--- config.mk ---
export PLATFORM = sky130hd
export DESIGN_NAME = ldin_front
export DESIGN_NICKNAME = d
export VERILOG_FILES = /design/src/hw/rtl/ldin_pkg.sv /design/src/hw/rtl/ldin_front.sv
export SDC_FILE = /design/constraint.sdc
export NUM_CORES = 1
export LEC_CHECK = 0
export BUFFER_PORTS_ARGS = -buffer_cell sky130_fd_sc_hd__buf_2
export CAP_MARGIN = 40
export CORE_ASPECT_RATIO = 0.8
export CORE_MARGIN = 3
export CORE_UTILIZATION = 45
export CTS_BUF_LIST = sky130_fd_sc_hd__clkbuf_16
export CTS_CLUSTER_DIAMETER = 60
export DETAILED_ROUTE_END_ITERATION = 16
export PLACE_DENSITY = 0.75
export SETUP_SLACK_MARGIN = 0.5
export SYNTH_ARGS = -nofsm -noshare
export SYNTH_HDL_FRONTEND = slang
export SYNTH_SLANG_ARGS = --single-unit
--- constraint.sdc ---
create_clock -name i_clk -period 3.8 [get_ports i_clk]
set_input_delay 0.38 -clock i_clk [delete_from_list [all_inputs] [get_ports i_clk]]
set_output_delay 0.38 -clock i_clk [all_outputs]
set_load 0.01 [all_outputs]
--- src/hw/rtl/ldin_pkg.sv ---
// Shared types, constants and fixed-point helpers for the lens undistortion core.
package ldin_pkg;

    typedef logic signed [31:0] t_q;

    typedef struct packed {
        logic [31:0] src_col;
        logic [31:0] src_row;
    } t_in;

    typedef enum logic [1:0] {
        STS_CONVERGED = 2'd0,
        STS_LIMIT     = 2'd1,
        STS_SINGULAR  = 2'd2
    } t_status;

    typedef struct packed {
        logic signed [31:0] dst_col;
        logic signed [31:0] dst_row;
        logic [6:0]         iterations_used;
        t_status            status;
    } t_out;

    typedef struct packed {
        logic [31:0] fx;
        logic [31:0] fy;
        logic [31:0] cx;
        logic [31:0] cy;
        t_q          k1;
        t_q          k2;
        t_q          p1;
        t_q          p2;
    } t_cfg;

    typedef enum logic [2:0] {
        CFG_FOCAL_X = 3'd0,
        CFG_FOCAL_Y = 3'd1,
        CFG_CENTER_X = 3'd2,
        CFG_CENTER_Y = 3'd3,
        CFG_K1 = 3'd4,
        CFG_K2 = 3'd5,
        CFG_P1 = 3'd6,
        CFG_P2 = 3'd7
    } t_cfg_idx;

    typedef enum logic [3:0] {
        ST_IDLE, ST_NX_GO, ST_NX_WAIT, ST_NY_GO, ST_NY_WAIT, ST_EXEC, ST_WB,
        ST_DX_GO, ST_DX_WAIT, ST_DY_GO, ST_DY_WAIT, ST_UPD, ST_OUT
    } t_state;

    typedef enum logic [4:0] {
        U_XX0, U_R20,
        U_E_RR, U_E_K1R, U_E_RAD, U_E_XY, U_E_PXY1, U_E_PXY2, U_E_XX, U_E_YY,
        U_E_P1X, U_E_P1Y, U_E_P2X, U_E_P2Y, U_E_XR, U_E_F1, U_E_YR, U_E_F2,
        U_I_XX, U_I_R2, U_I_DA, U_I_DET, U_I_NXA, U_I_NX, U_I_NYA, U_I_NY,
        U_L_X, U_L_Y, U_O_COL, U_O_ROW
    } t_uop;

    localparam logic [31:0] FOCAL_RESET = 32'd65536000;
    localparam t_q ONE_Q28 = 32'sh1000_0000;
    localparam logic signed [65:0] STEP_LIMIT = 66'sd879609302221;
    localparam int DIV_STEPS = 60;

    function automatic t_q f_sat(input logic signed [39:0] v);
        if (v > 40'sd2147483647) begin
            return 32'sh7FFF_FFFF;
        end else if (v < -40'sd2147483648) begin
            return 32'sh8000_0000;
        end
        return v[31:0];
    endfunction

    function automatic t_q f_add(input t_q a, input t_q b);
        return f_sat(40'(a) + 40'(b));
    endfunction

    function automatic t_q f_sub(input t_q a, input t_q b);
        return f_sat(40'(a) - 40'(b));
    endfunction

    function automatic t_q f_dbl(input t_q a);
        return f_add(a, a);
    endfunction

    function automatic logic signed [32:0] f_abs33(input t_q a);
        logic signed [32:0] w;
        w = 33'(a);
        return a[31] ? -w : w;
    endfunction

    function automatic logic signed [32:0] f_s33(input t_q a);
        return 33'(a);
    endfunction

endpackage

--- src/hw/rtl/ldin_front.sv ---
// Input side: accepts point transactions into a two-entry queue for the solver.
module ldin_front
    import ldin_pkg::*;
(
    input  logic i_clk,
    input  logic i_rst_n,
    input  logic i_in_valid,
    output logic o_in_ready,
    input  t_in  i_in,
    output logic o_q_valid,
    input  logic i_q_pop,
    output t_in  o_q_data
);

    t_in        r_mem [2];
    logic       r_wp;
    logic       r_rp;
    logic [1:0] r_cnt;
    logic       push;
    logic       pop;

    assign o_in_ready = (r_cnt != 2'd2);
    assign o_q_valid  = (r_cnt != 2'd0);
    assign o_q_data   = r_mem[r_rp];
    assign push       = i_in_valid && o_in_ready;
    assign pop        = i_q_pop && o_q_valid;

    always_ff @(posedge i_clk) begin
        if (!i_rst_n) begin
            r_wp  <= 1'b0;
            r_rp  <= 1'b0;
            r_cnt <= 2'd0;
        end else begin
            if (push) begin
                r_wp <= ~r_wp;
            end
            if (pop) begin
                r_rp <= ~r_rp;
            end
            r_cnt <= r_cnt + 2'(push) - 2'(pop);
        end
    end

    always_ff @(posedge i_clk) begin
        if (push) begin
            r_mem[r_wp] <= i_in;
        end
    end

endmodule

==> results.toml <==
[run_status]
status = "finished, final reports clean"

[grt]
grt_max_degree = 42
grt_pass1_vias = 2616
grt_overflow_total = 0
grtUsageTotal_pct = 14.2
antenna_found_initial = 0
grt_pass1_wl_um = 13600

[pwr]
pwr-share-seq_pct = 42.2
power_density_nw_per_um2 = 711
internal_power_uw = 3490
p_comb_share_pct = 21.9
peakVddDrop_uv = 449
p_sw_uw = 1160
clkPwrFrac_pct = 35.8
netSwitchingFraction_pct = 25.0
leakage_uw = 0.00259

[routing]
viasPerCell = 4.74
postRouteAntennaNets = 0
vias = 2513
dr.pass1.iters = 4
drt_iter0_drc = 144
routed_wl_um = 8850
routedWlPerCell_um = 16.7
route.detailed.drc = 0

[clock_network]
cts_buffers = 17
cts_root_buf = "clkbuf_16"
cts_hold_buf = 0
path_clk_slew_ns = 0.06
cts_num_sinks = 133
cts_tree = "built"
cts_buffer_depth = 2
cts_setup_buffers = 0
clk_latency_ns = 0.40
cts.repair.resized = 0
htree_num_levels = 4

[timing]
tns_ns = 0
rsz0062_at_grt = "no"
worst_slew_pin_slew_ns = 0.808
finalMaxSlewViolations = 0
period_needed_ns = 2.44
fmax_mhz = 409
period_share_pct = 64.3
finalClockSkew_ns = 0.00698
hold_violations = 0
finalSetupViolCount = 0
relSlewSlack_pct = 46.0

[cells_and_area]
antenna_cells = 0
layout.cells.non_filler = 530
fin_area_um2 = 6540
finalNetCount = 443
areaGrowthSynthToFinish_pct = 26.8
mostFrequentLayoutCells = "buf_2 (133), edfxtp_1 (128), mux2_4 (60)"
finish.utilization_pct = 59.3
final_common_cell = "buf_2"
drive_gt1_share_pct = 60.9

[synthesis]
synth_cells = 223
avgSynthCellArea_um2 = 23.1
yosysSeqAreaShare_pct = 76.5
ys_ff_latch = 133
synth_top_cell_by_area = "edfxtp_1"
synth_cell_type_count = 18
netlist.area_leader.share_pct = 74.6
synth_fp_nets = 293
syn-cell-area_um2 = 5150
synth_area_leaders = "edfxtp_1 (75%), mux2_4 (17%), buf_12 (2.3%)"
yosysWarnings = 0

[setup_path]
required_ns = 3.42
critPathArrivalTime_ns = 2.06
crit-reg2reg-capture = "r_mem[0][59]"
start_kind = "register"
path_class = "register to output port"
cp-end-kind = "output port"
cp_max_fo = 34
r2r-start = "r_cnt[0]"
cp-endpoint = "o_q_data[31]"
regToRegSetupSlack_ns = 1.71
reg2reg_depth = 4

[floorplanning]
pin_count = 134
core-area_um2 = 11000
num_rows = 34
start_util_pct = 46.8
die_x_um = 126
die_area_um2 = 12800
dieHeight_um = 102

[flow_run]
maxCapViolations = 0

[place]
port_buffers = 133
place_area_um2 = 5920
gp_congestion = 0.753
dp_cells = 498
place_hpwl_um = 6030

[worst_hold_path]
holdCritStartpoint = "i_in[14]"
hp-class = "input port to register"
==> synth_stat cells, drive strengths merged <==
master,number
mux2i,1
buf,7
or2,1
ha,2
and3,1
o21a,1
inv,1
nor2b,2
xnor2,3
nand2b,2
nand2,2
dfxtp,5
mux2,64
and2,2
nor2,1
edfxtp,128
==> sequential cells by signal, summed over array words and instances (netlist names), named ones only <==
signal,count
r_mem,128
r_cnt,2
r_rp,1
r_wp,1
==> how the worst min path moves through the flow <==
stage          cells after the start  slack [ns]      endpoint
2_1_floorplan                      2        0.47          r_wp
3_3_place_gp                       2        0.50          r_wp
3_5_place_dp                       2        0.52          r_wp
4_1_cts                            1        0.15  r_mem[0][41]
5_1_grt                            1        0.15  r_mem[1][19]
6_report                           1        0.17  r_mem[0][14]
==> power groups by stage <==
stage	combinational [µW]	sequential, µW	clock (µW)
detailed placement	1040	2000	0
floorplan	824	1920	0
global route	1100	1990	1780
global placement	1020	1990	0
CTS	1040	1970	1690
finish	1020	1960	1660
==> worst max-delay path, stage by stage (launching register included) <==
cell and delay (ns):
dfxtp_4 0.75, buf_4 0.42, mux2_4 0.34, buf_2 0.14
==> stage by stage <==
| step | power (µW) | worst slack, ns | hold slack (ns) |
|---|---|---|---|
| detailed placement | 3040 | 1.66 | 0.515 |
| floorplan | 2750 | 1.05 | 0.466 |
| global route | 4860 | 1.24 | 0.148 |
| CTS | 4710 | 1.30 | 0.153 |
| finish | 4650 | 1.36 | 0.166 |
| global placement | 3000 | 1.71 | 0.500 |
==> logic make-up after synthesis <==
logic type      count (synthesis)  share of synthesized area [%]
simple gates                   11                           1.19
compound gates                  1                          0.146
fa+ha+maj                       2                          0.485
xor+xnor                        3                          0.510
buf+inv                         8                           2.62
mux                            65                           18.5
flops                         133                           76.5
==> metal layers <==
metal	track usage (%)	vias to the layer above	share of wire (%)
met5	0	-	0
met1	17.7	1223	43
met4	5.25	0	1.3
met2	22.6	99	47
met3	5.85	13	8.3
li1	-	1178	-
==> area by class of cell <==
| class | count | area, µm² |
|---|---|---|
| tap | 144 | 180 |
| sequential | 133 | 3950 |
| clock buffer | 17 | 425 |
| fill | 832 | 4480 |
| inverter | 1 | 3.75 |
| multi-input combinational | 82 | 1080 |
| timing repair buffer | 138 | 703 |
| clock inverter | 15 | 190 |
Note: power is estimated with default switching activity, not from simulation.
